### src/hdl/packet_framer_sum_checksum_assert.svh
// ----------------------------------------------------------------------------
// Assertion macros for the packet framer
// Concurrent checks that compile away when ASSERT_OFF is defined.
// ----------------------------------------------------------------------------
`ifndef PACKET_FRAMER_SUM_CHECKSUM_ASSERT_SVH
`define PACKET_FRAMER_SUM_CHECKSUM_ASSERT_SVH

`ifndef ASSERT_OFF
// Checks that a condition holds on every clock edge outside reset.
`define PFSC_ASSERT(label, clk, rst, cond) \
  label: assert property (@(posedge clk) disable iff (rst) (cond)) \
    else $error("assertion failed");
// Checks that a consequent holds in the same cycle as its antecedent.
`define PFSC_ASSERT_IMPL(label, clk, rst, ante, cons) \
  label: assert property (@(posedge clk) disable iff (rst) (ante) |-> (cons)) \
    else $error("assertion failed");
`else
`define PFSC_ASSERT(label, clk, rst, cond)
`define PFSC_ASSERT_IMPL(label, clk, rst, ante, cons)
`endif

`endif

### src/hdl/pfsc_pkg.sv
// ----------------------------------------------------------------------------
// Packet framer package
// Shared constants, the front-to-back descriptor and the hex digit function.
// ----------------------------------------------------------------------------
`timescale 1ns / 1ps

package pfsc_pkg;

  localparam int unsigned QUEUE_DEPTH = 2;

  localparam logic [7:0] SHIFT_OUT       = 8'h0E;
  localparam logic [7:0] HDR_DIGIT       = 8'h30;
  localparam logic [7:0] CARRIAGE_RETURN = 8'h0D;
  localparam logic [7:0] HDR_SUM         = 8'h4C;

  // One accepted item that causes at least one output byte.
  typedef struct packed {
    logic       hdr;
    logic       has;
    logic [7:0] data;
    logic       last;
    logic [7:0] sum;
  } desc_t;

  function automatic logic [7:0] hex_char(input logic [3:0] nib);
    logic [7:0] c;
    if (nib < 4'd10) begin
      c = 8'h30 + {4'd0, nib};
    end else begin
      c = 8'h57 + {4'd0, nib};
    end
    return c;
  endfunction

endpackage

### src/hdl/pfsc_front.sv
// ----------------------------------------------------------------------------
// Packet framer front end
// Accepts items, tracks packet state and the running sum, and queues work.
// ----------------------------------------------------------------------------
`timescale 1ns / 1ps

module pfsc_front (
  input  logic          clk,
  input  logic          rst,
  input  logic          s_tvalid,
  output logic          s_tready,
  input  logic [7:0]    s_tdata,
  input  logic          s_tuser,
  input  logic          s_tlast,
  output logic          push,
  output pfsc_pkg::desc_t push_desc,
  input  logic          push_ready
);
  import pfsc_pkg::*;

  logic       in_packet;
  logic [7:0] running_sum;
  logic [7:0] sum_base;
  logic [7:0] sum_after;
  logic       accept;

  assign s_tready = push_ready;
  assign accept   = s_tvalid && s_tready;

  assign sum_base  = in_packet ? running_sum : HDR_SUM;
  assign sum_after = sum_base + (s_tuser ? s_tdata : 8'd0);

  assign push_desc.hdr  = !in_packet;
  assign push_desc.has  = s_tuser;
  assign push_desc.data = s_tdata;
  assign push_desc.last = s_tlast;
  assign push_desc.sum  = sum_after;

  // An item inside a packet with neither byte nor last flag has no output.
  assign push = accept && (!in_packet || s_tuser || s_tlast);

  always_ff @(posedge clk) begin
    if (rst) begin
      in_packet   <= 1'b0;
      running_sum <= 8'd0;
    end else if (accept) begin
      if (s_tlast) begin
        in_packet   <= 1'b0;
        running_sum <= 8'd0;
      end else begin
        in_packet   <= 1'b1;
        running_sum <= sum_after;
      end
    end
  end

endmodule

### src/hdl/pfsc_queue.sv
// ----------------------------------------------------------------------------
// Packet framer work queue
// Small first-in first-out buffer of descriptors between front and back.
// ----------------------------------------------------------------------------
`timescale 1ns / 1ps

module pfsc_queue #(
  parameter int unsigned DEPTH = pfsc_pkg::QUEUE_DEPTH
) (
  input  logic            clk,
  input  logic            rst,
  input  logic            push,
  input  pfsc_pkg::desc_t push_desc,
  output logic            push_ready,
  input  logic            pop,
  output logic            q_valid,
  output pfsc_pkg::desc_t q_desc
);
  import pfsc_pkg::*;

  localparam int unsigned PW = (DEPTH > 1) ? $clog2(DEPTH) : 1;
  localparam int unsigned CW = $clog2(DEPTH + 1);
  localparam logic [PW-1:0] LAST_PTR = PW'(DEPTH - 1);
  localparam logic [CW-1:0] FULL_CNT = CW'(DEPTH);

  desc_t         mem [DEPTH];
  logic [PW-1:0] wr_ptr;
  logic [PW-1:0] rd_ptr;
  logic [CW-1:0] count;
  logic          do_push;
  logic          do_pop;

  assign push_ready = (count != FULL_CNT);
  assign q_valid    = (count != '0);
  assign q_desc     = mem[rd_ptr];
  assign do_push    = push && push_ready;
  assign do_pop     = pop && q_valid;

  always_ff @(posedge clk) begin
    if (do_push) begin
      mem[wr_ptr] <= push_desc;
    end
  end

  always_ff @(posedge clk) begin
    if (rst) begin
      wr_ptr <= '0;
      rd_ptr <= '0;
      count  <= '0;
    end else begin
      if (do_push) begin
        wr_ptr <= (wr_ptr == LAST_PTR) ? '0 : wr_ptr + 1'b1;
      end
      if (do_pop) begin
        rd_ptr <= (rd_ptr == LAST_PTR) ? '0 : rd_ptr + 1'b1;
      end
      if (do_push && !do_pop) begin
        count <= count + 1'b1;
      end else if (do_pop && !do_push) begin
        count <= count - 1'b1;
      end
    end
  end

endmodule

### src/hdl/pfsc_back.sv
// ----------------------------------------------------------------------------
// Packet framer back end
// Expands each descriptor into header, payload and trailer bytes.
// ----------------------------------------------------------------------------
`timescale 1ns / 1ps

module pfsc_back (
  input  logic            clk,
  input  logic            rst,
  input  logic            q_valid,
  input  pfsc_pkg::desc_t q_desc,
  output logic            pop,
  output logic            m_tvalid,
  input  logic            m_tready,
  output logic [7:0]      m_tdata,
  output logic            m_tlast,
  output logic            m_tuser
);
  import pfsc_pkg::*;

  localparam logic [2:0] SLOT_HDR0 = 3'd0;
  localparam logic [2:0] SLOT_HDR1 = 3'd1;
  localparam logic [2:0] SLOT_HDR2 = 3'd2;
  localparam logic [2:0] SLOT_DATA = 3'd3;
  localparam logic [2:0] SLOT_HEXH = 3'd4;
  localparam logic [2:0] SLOT_HEXL = 3'd5;
  localparam logic [2:0] SLOT_CR   = 3'd6;

  logic [2:0] step;
  logic [6:0] mask;
  logic [6:0] avail;
  logic [6:0] rest;
  logic [2:0] slot;
  logic       done;
  logic       adv;
  logic [7:0] byte_next;

  assign mask  = {q_desc.last, q_desc.last, q_desc.last, q_desc.has,
                  q_desc.hdr, q_desc.hdr, q_desc.hdr};
  assign avail = mask & (7'h7F << step);

  // Lowest enabled slot at or after the current step.
  always_comb begin
    slot = SLOT_CR;
    for (int i = 6; i >= 0; i--) begin
      if (avail[i]) begin
        slot = 3'(i);
      end
    end
  end

  assign rest = avail & ~(7'b1 << slot);
  assign done = (rest == '0);
  assign adv  = q_valid && (!m_tvalid || m_tready);
  assign pop  = adv && done;

  always_comb begin
    case (slot)
      SLOT_HDR0: byte_next = SHIFT_OUT;
      SLOT_HDR1: byte_next = SHIFT_OUT;
      SLOT_HDR2: byte_next = HDR_DIGIT;
      SLOT_DATA: byte_next = q_desc.data;
      SLOT_HEXH: byte_next = hex_char(q_desc.sum[7:4]);
      SLOT_HEXL: byte_next = hex_char(q_desc.sum[3:0]);
      SLOT_CR:   byte_next = CARRIAGE_RETURN;
      default:   byte_next = CARRIAGE_RETURN;
    endcase
  end

  always_ff @(posedge clk) begin
    if (rst) begin
      step     <= '0;
      m_tvalid <= 1'b0;
    end else begin
      if (adv) begin
        m_tvalid <= 1'b1;
        step     <= done ? 3'd0 : slot + 3'd1;
      end else if (m_tready) begin
        m_tvalid <= 1'b0;
      end
    end
  end

  always_ff @(posedge clk) begin
    if (adv) begin
      m_tdata <= byte_next;
      m_tlast <= done;
      m_tuser <= (slot == SLOT_CR);
    end
  end

endmodule

### src/hdl/packet_framer_sum_checksum.sv
// ----------------------------------------------------------------------------
// Packet framer with byte-sum checksum
// Wraps payload bytes in a header and a hex checksum trailer.
// ----------------------------------------------------------------------------
// A payload item in the middle of a packet gives one output byte and the block
// takes one such item per clock while m_tready holds and the queue has room. An
// item that opens a packet adds three header bytes and an item with the last
// flag adds two hex checksum digits and a carriage return, so one item gives up
// to seven output bytes, while an item inside a packet with neither a byte nor
// the last flag gives none. The back end has a single output byte register and
// the front end keeps taking items into a short descriptor queue until it fills.
`timescale 1ns / 1ps

module packet_framer_sum_checksum #(
  parameter int unsigned QUEUE_DEPTH = pfsc_pkg::QUEUE_DEPTH
) (
  input  logic       clk,
  input  logic       rst,
  input  logic       s_tvalid,
  output logic       s_tready,
  input  logic [7:0] s_tdata,   // [7:0] data_byte
  input  logic       s_tuser,   // [0] has_byte
  input  logic       s_tlast,   // last
  output logic       m_tvalid,
  input  logic       m_tready,
  output logic [7:0] m_tdata,   // [7:0] out_byte
  output logic       m_tuser,   // [0] frame_end
  output logic       m_tlast    // run_last
);
  import pfsc_pkg::*;

`include "packet_framer_sum_checksum_assert.svh"

  logic  push;
  logic  push_ready;
  desc_t push_desc;
  logic  pop;
  logic  q_valid;
  desc_t q_desc;

  pfsc_front u_front (
    .clk        (clk),
    .rst        (rst),
    .s_tvalid   (s_tvalid),
    .s_tready   (s_tready),
    .s_tdata    (s_tdata),
    .s_tuser    (s_tuser),
    .s_tlast    (s_tlast),
    .push       (push),
    .push_desc  (push_desc),
    .push_ready (push_ready)
  );

  pfsc_queue #(
    .DEPTH (QUEUE_DEPTH)
  ) u_queue (
    .clk        (clk),
    .rst        (rst),
    .push       (push),
    .push_desc  (push_desc),
    .push_ready (push_ready),
    .pop        (pop),
    .q_valid    (q_valid),
    .q_desc     (q_desc)
  );

  pfsc_back u_back (
    .clk      (clk),
    .rst      (rst),
    .q_valid  (q_valid),
    .q_desc   (q_desc),
    .pop      (pop),
    .m_tvalid (m_tvalid),
    .m_tready (m_tready),
    .m_tdata  (m_tdata),
    .m_tlast  (m_tlast),
    .m_tuser  (m_tuser)
  );

  // Every queued descriptor must produce at least one byte.
  `PFSC_ASSERT_IMPL(a_desc_nonempty, clk, rst, q_valid, q_desc.hdr || q_desc.has || q_desc.last)
  `PFSC_ASSERT_IMPL(a_fend_is_cr, clk, rst, m_tvalid && m_tuser, m_tdata == CARRIAGE_RETURN)
  `PFSC_ASSERT_IMPL(a_fend_ends_run, clk, rst, m_tvalid && m_tuser, m_tlast)

endmodule
### config.mk
export PLATFORM = sky130hd
export DESIGN_NAME = packet_framer_sum_checksum
export DESIGN_NICKNAME = d
export VERILOG_FILES = /design/src/hdl/pfsc_pkg.sv /design/src/hdl/pfsc_front.sv /design/src/hdl/pfsc_queue.sv /design/src/hdl/pfsc_back.sv /design/src/hdl/packet_framer_sum_checksum.sv
export VERILOG_INCLUDE_DIRS = /design/src /design/src/hdl
export SDC_FILE = /design/constraint.sdc
export NUM_CORES = 1
export LEC_CHECK = 0
export BUFFER_PORTS_ARGS = -buffer_cell sky130_fd_sc_hd__buf_2
export CORE_MARGIN = 4
export CORE_UTILIZATION = 55
export CTS_CLUSTER_DIAMETER = 200
export DETAILED_ROUTE_END_ITERATION = 10
export GPL_ROUTABILITY_DRIVEN = 0
export PLACE_DENSITY = 0.76
export SLEW_MARGIN = 20
export SYNTH_ARGS = -nofsm -noshare
export SYNTH_HDL_FRONTEND = slang
export SYNTH_SLANG_ARGS = --single-unit
### constraint.sdc
create_clock -name clk -period 3.5 [get_ports clk]
set_clock_uncertainty 0.05 [all_clocks]
set_input_delay 0 -clock clk [delete_from_list [all_inputs] [get_ports clk]]
set_output_delay 0 -clock clk [all_outputs]
set_load 0.05 [all_outputs]
# --- Word-level counts from Yosys, hierarchy flattened ---
# Memory sizes are Yosys's and may differ from the RTL's. A register that Yosys moved wholly into a read port is not among the register bits.
# Index checks and enable logic that the tools add are counted.
word_totals:
  ff_bits: 27
  latch_bits: 0
  mem_bits_rw: 38
  mem_bits_ro: 0
  inputBits: 14
  output_inout_bits: 12
  wordCells: 80
  n_memories: 1
op_classes:
  addsub: 10
  n_mul: 0
  div: 0
  n_lt_le_gt_ge: 2
  n_eq_ne: 7
  shift: 2
  mux: 24
  bitwise_logic: 3
  reduce_logical: 21
mem_list:
  columns: ["name", "words", "word_bits", "rd", "rd_ports_with_merged_regs", "wr", "line", "text"]
  rows:
  - ["u_queue.mem", 2, 19, 1, 1, 1, "pfsc_queue.sv:26", "desc_t mem [DEPTH];"]
ops:
  columns: ["operator", "n"]
  rows:
  - ["$mux 8", 5]
  - ["$pmux 8 s5", 1]
  - ["$add 7x4->8 const A", 2]
  - ["$mux 3", 5]
  - ["$add 6x4->7 const A", 2]
  - ["$and 7x7->7", 2]
  - ["$eq 3x3->1 const B", 3]
  - ["$mux 1", 9]
  - ["$add 8x8->8", 1]
  - ["$logic_and 1x1->1", 8]
  - ["$lt 4x4->1 const B", 2]
  - ["$mux 2", 4]
  - ["$logic_not 7->1", 1]
  - ["$not 7->7", 1]
  - ["$shl 1x3->7 const A", 1]
  - ["$shl 7x3->7 const A", 1]
  - ["$eq 3x2->1 const B", 2]
  - ["$reduce_bool 2->1", 3]
  - ["$logic_not 1->1", 4]
  - ["$add 3x1->3 const B", 1]
  - ["$eq 3x1->1 const B", 1]
  - ["$logic_not 3->1", 1]
  - ["$logic_or 1x1->1", 3]
  - ["$add 1x1->1 const B", 2]
  - ["other kinds (4)", 4]

# --- Logic depth before layout (Yosys ltp) ---
logic_depth:
  depth_word: 17
  mapped_depth: 11
  depth_no_buf: 9

# --- Modules after synthesis ---
# A second synthesis with hierarchy kept.
hier_totals:
  cells_unflattened: 308
  area_unflattened_um2: 3453.3
modules_own_cells:
  columns: ["module", "n_inst", "cells_per_inst", "area_per_inst_um2", "seq_area_each_um2"]
  rows:
  - ["pfsc_queue", 1, 83, 1590.3, 1241.2]
  - ["pfsc_back", 1, 114, 980.9, 380.4]
  - ["pfsc_front", 1, 111, 882.1, 180.2]

# --- Least setup slack after synthesis ---
# Ideal clock, no wire load.
synth_timing:
  path_type: "register to register"
  startpoint: "reg u_queue.count[0]"
  endpoint: "mem u_queue.mem[0][0] (netlist bit), enable pin"
  setup_time_ns: 0.397
  t_arrival_ns: 2.269
  t_required_ns: 3.053
  path_slack_ns: 0.784
  path_stages_with_launch: 5
  n_path_buf: 0
  synth_period_minus_slack_ns: 2.716
  path_cell_list: "dfxtp_1 > nand2b_1 > nand2_1 > a21oi_1 > nor2b_1"
synth_via:
  elab_chain_cells: 6
synth_lines:
  columns: ["item", "line", "text"]
  rows:
  - ["start: declaration", "pfsc_queue.sv:29", "logic [CW-1:0] count;"]
  - ["start signal: assignment", "pfsc_queue.sv:58", "count <= count + 1'b1;"]
  - ["start signal: assignment", "pfsc_queue.sv:60", "count <= count - 1'b1;"]
  - ["$ne 2x2->1 (*)", "pfsc_queue.sv:33", "assign push_ready = (count != FULL_CNT);"]
  - ["net s_tready", "packet_framer_sum_checksum.sv:20", "output logic s_tready,"]
  - ["$logic_and 1x1->1", "pfsc_front.sv:28", "assign accept = s_tvalid && s_tready;"]
  - ["$logic_and 1x1->1", "pfsc_front.sv:40", "assign push = accept && (!in_packet || s_tuser || s_tlast);"]
  - ["$logic_and 1x1->1 (*)", "pfsc_queue.sv:36", "assign do_push = push && push_ready;"]
  - ["net u_queue.do_push", "pfsc_queue.sv:30", "logic do_push;"]
  - ["$mux 1 (*)", "pfsc_queue.sv:40", "if (do_push) begin"]
  - ["$mux 1 (not written as such) (*)", "pfsc_queue.sv:41", "mem[wr_ptr] <= push_desc;"]
  - ["end: declaration", "pfsc_queue.sv:26", null]
# The timed path passes the listed nets; every way through them passes the cells marked *.

==> impl_results.md <==
- Status: finished, final reports clean
- Syn_area_per_cell: 12.1 um^2
- Clock Latency Late Sink: 340 ps
- Reg-to-reg endpoint: u_queue.count[1]
- Die area: 7230 um^2
- Starting Density: 57.9%
- Pre-CTS setup slack: 902 ps
- DP HPWL: 4300 um
- Final max-slew violation count: 0
- Min Clock Period, post-route: 2630 ps
- Hold EP: u_queue.mem[1][11]
- CP endpoint kind: flop
- Reg2reg path depth: 8
- Max Buffers Root-to-Sink: 2
- Filler cells: 416
- Req. time, crit path: 3710 ps
- Multi-input gate area: 1370 um^2
- Ys flop type: edfxtp_1
- Layout Nets: 338
- Chip width: 85.0 um
- Pwr Density: 783 nW/um^2
- Fmax: 380 MHz
- Placement Cell Area: 3450 um^2
- FF-to-FF setup slack: 870 ps
- CTS tree: built
- Number of flops mapped to enable cells by yosys: 48
- Commonest non-fill, non-tap cell in the layout: edfxtp_1
- Worst IR Drop VDD: 0.407 mV
- Critical-path cell list: mux2i_2 -> a211o_1 -> nor2b_1 -> ha_1 -> o2111ai_2 -> ha_1 -> or3_1 -> a21oi_1
- Relative slew slack: 66.1%
- Cell taking the most area after synthesis: edfxtp_1
- First-pass GRT wire length: 10600 um
- Drc violations: 0
- Critical Path AT: 2850 ps
- Final period util: 75.3%
- Critical path's largest stage delay: 510 ps
- Count of cell types in the netlist: 54
- Max cap viols: 0
- Synthesized flop and latch total: 66
- Most frequent cells in the layout: edfxtp_1 (48), buf_2 (25), nor2_1 (23), dfxtp_1 (18), a21oi_1 (14)
- Final hold violation count: 0
- Via/cell ratio: 5.70
- Num Clock Sinks: 66
- Synthesized Nets: 295
- Largest net degree at the start of global routing: 23
- CP top delay family: adder cells
- GRT Overall Usage: 18.8%
- Avg WL per Cell: 15.8 um
- Post-synth top area share: 44.2%
- Antenna violations before repair: 0
- Clock root buffer: clkbuf_8
- # setup viols final: 0
- Critical-path top delay cell: dfxtp_1
- Ys Warns: 0
- DRT iter0 DRCs: 107
- Register area share after synthesis: 55.2%
- Leak Pwr: 1.39 nW
- Most used cell, CP: ha_1
- Final instance area: 3770 um^2
- Util after Layout: 66.8%
- Htree depth: 3
- Number of global-route vias before repair: 2206
- Unrepaired setup endpoints after global routing: false
- Setup TNS: 0 ps
- Final wirelength: 6130 um
- CTS clk-pin slew, worst paths: 70 ps
- Ys async rst share: 0%
- I/O pin count: 26
- Routed Antenna Nets: 0
- CP Launch Type: flop
- Top post-synthesis cells by area: edfxtp_1 (44%), dfxtp_1 (11%), ha_1 (4.2%)
- Hold path depth: 2
- Worst-margin pin slew: 503 ps
- Hold_sp: s_tdata[2]
- Max FO, Critical Path: 5
- Critical path buffers and inverters: 0
- Layout cell share with drive strength beyond 1: 19.9%
- Cell area after synthesis: 3260 um^2
- Inserted Diodes: 0
- Area Overhead vs Synth: 15.4%
- Post-CTS Setup Inserts: 0
- PnR worst setup slack: 865 ps
- Overflow after GRT: 0
- Register area: 1800 um^2
- Via count: 2216
- Input/output buffers: 25
- Die height: 85.0 um
- Core Rows: 27
- Area of the core: 5640 um^2
- Worst Hold Class: in2reg
- Critical path class: reg2reg
- Detailed Routing Iterations Pass 1: 4
- Post-Syn Instances: 269
- Total CTS buffers: 9
==> synthesized netlist by cell type (2+ instances only) <==
cell type and instances:
o211ai_1 4, mux2i_1 8, a21o_1 3, xor2_1 5, o21ai_1 4, nand3_1 4
a221oi_1 2, a31oi_1 2, inv_1 6, and2_1 12, clkbuf_1 6, mux2_2 10
nor3_2 2, edfxtp_1 48, or3_4 2, ha_1 11, o21bai_1 2, and3_1 2
nand2_1 12, a32o_1 2, nor2b_1 3, nor3b_1 3, dfxtp_1 18, o21ai_0 7
nand2b_1 7, a21oi_1 14, nor3_1 3, nor2_1 23, or3_1 2, xnor2_1 9
buf_6 3, a211oi_1 5, a22oi_1 4
==> through the flow <==
stage               power, mW  instances  hold WS (ps)
detailed placement       2.34        360           156
floorplan                2.11        269          48.9
finish                   2.95        389           366
CTS                      2.97        389           338
global route             3.14        389           356
global placement         2.31        360           152
==> area by class of cell <==
type,instances,area share [%]
clock buffer,12,3.85
clock inverter,4,1.13
multi-input combinational,186,36.5
inverter,6,0.598
sequential,66,47.8
timing repair buffer,43,7.77
tap,72,2.39
==> where the power goes <==
group          switching (mW)  internal (mW)  total, mW
registers               0.113           1.10       1.21
logic                   0.747          0.380       1.13
clock network           0.273          0.343      0.616
==> metal layers <==
metal | track usage (%) | share of wire, % | vias up
met2 | 30.5 | 48 | 65
li1 | - | - | 1090
met5 | 0 | 0 | -
met1 | 23.9 | 44 | 1045
met4 | 9.64 | 2.6 | 0
met3 | 3.79 | 4.6 | 16
==> sequential cells by signal, indices dropped and copies added (netlist names), named ones only <==
signal and flops:
u_back.step 3, u_front.running_sum 8, u_front.in_packet 1, u_back.m_tvalid 1, u_queue.rd_ptr 1, u_back.m_tlast 1
u_queue.mem 38, u_queue.wr_ptr 1, u_queue.count 2, u_back.m_tuser 1, u_back.m_tdata 8
==> kinds of logic (layout without fill, tap and decap cells) <==
group | Yosys count | in the layout | share of synthesized area, %
buffers and inverters | 17 | 65 | 2.72
adders and majority gates | 12 | 12 | 4.83
DFF | 66 | 66 | 55.2
muxes | 20 | 20 | 7.01
AOI/OAI and AO/OA | 62 | 62 | 13.5
and+or+nand+nor | 78 | 78 | 13.0
xor gates and xnor gates | 14 | 14 | 3.76
==> timing repair <==
item / 4_1_cts / 5_1_grt
resized for setup: 0 / 0
endpoints found under the hold margin: 32 / 0
hold buffers: 13 / 0
==> worst max-delay path by stage <==
stage	slack [ps]	to	from	cells after the start
CTS	860	u_queue.count[1]	flop	8
global route	690	u_queue.count[1]	flop	8
finish	870	u_queue.count[1]	flop	8
global placement	1010	u_queue.count[1]	flop	8
floorplan	780	u_queue.mem[0][0]	u_queue.count[0]	4
detailed placement	900	u_queue.count[1]	flop	8
Note: power is estimated with default switching activity, not from simulation.
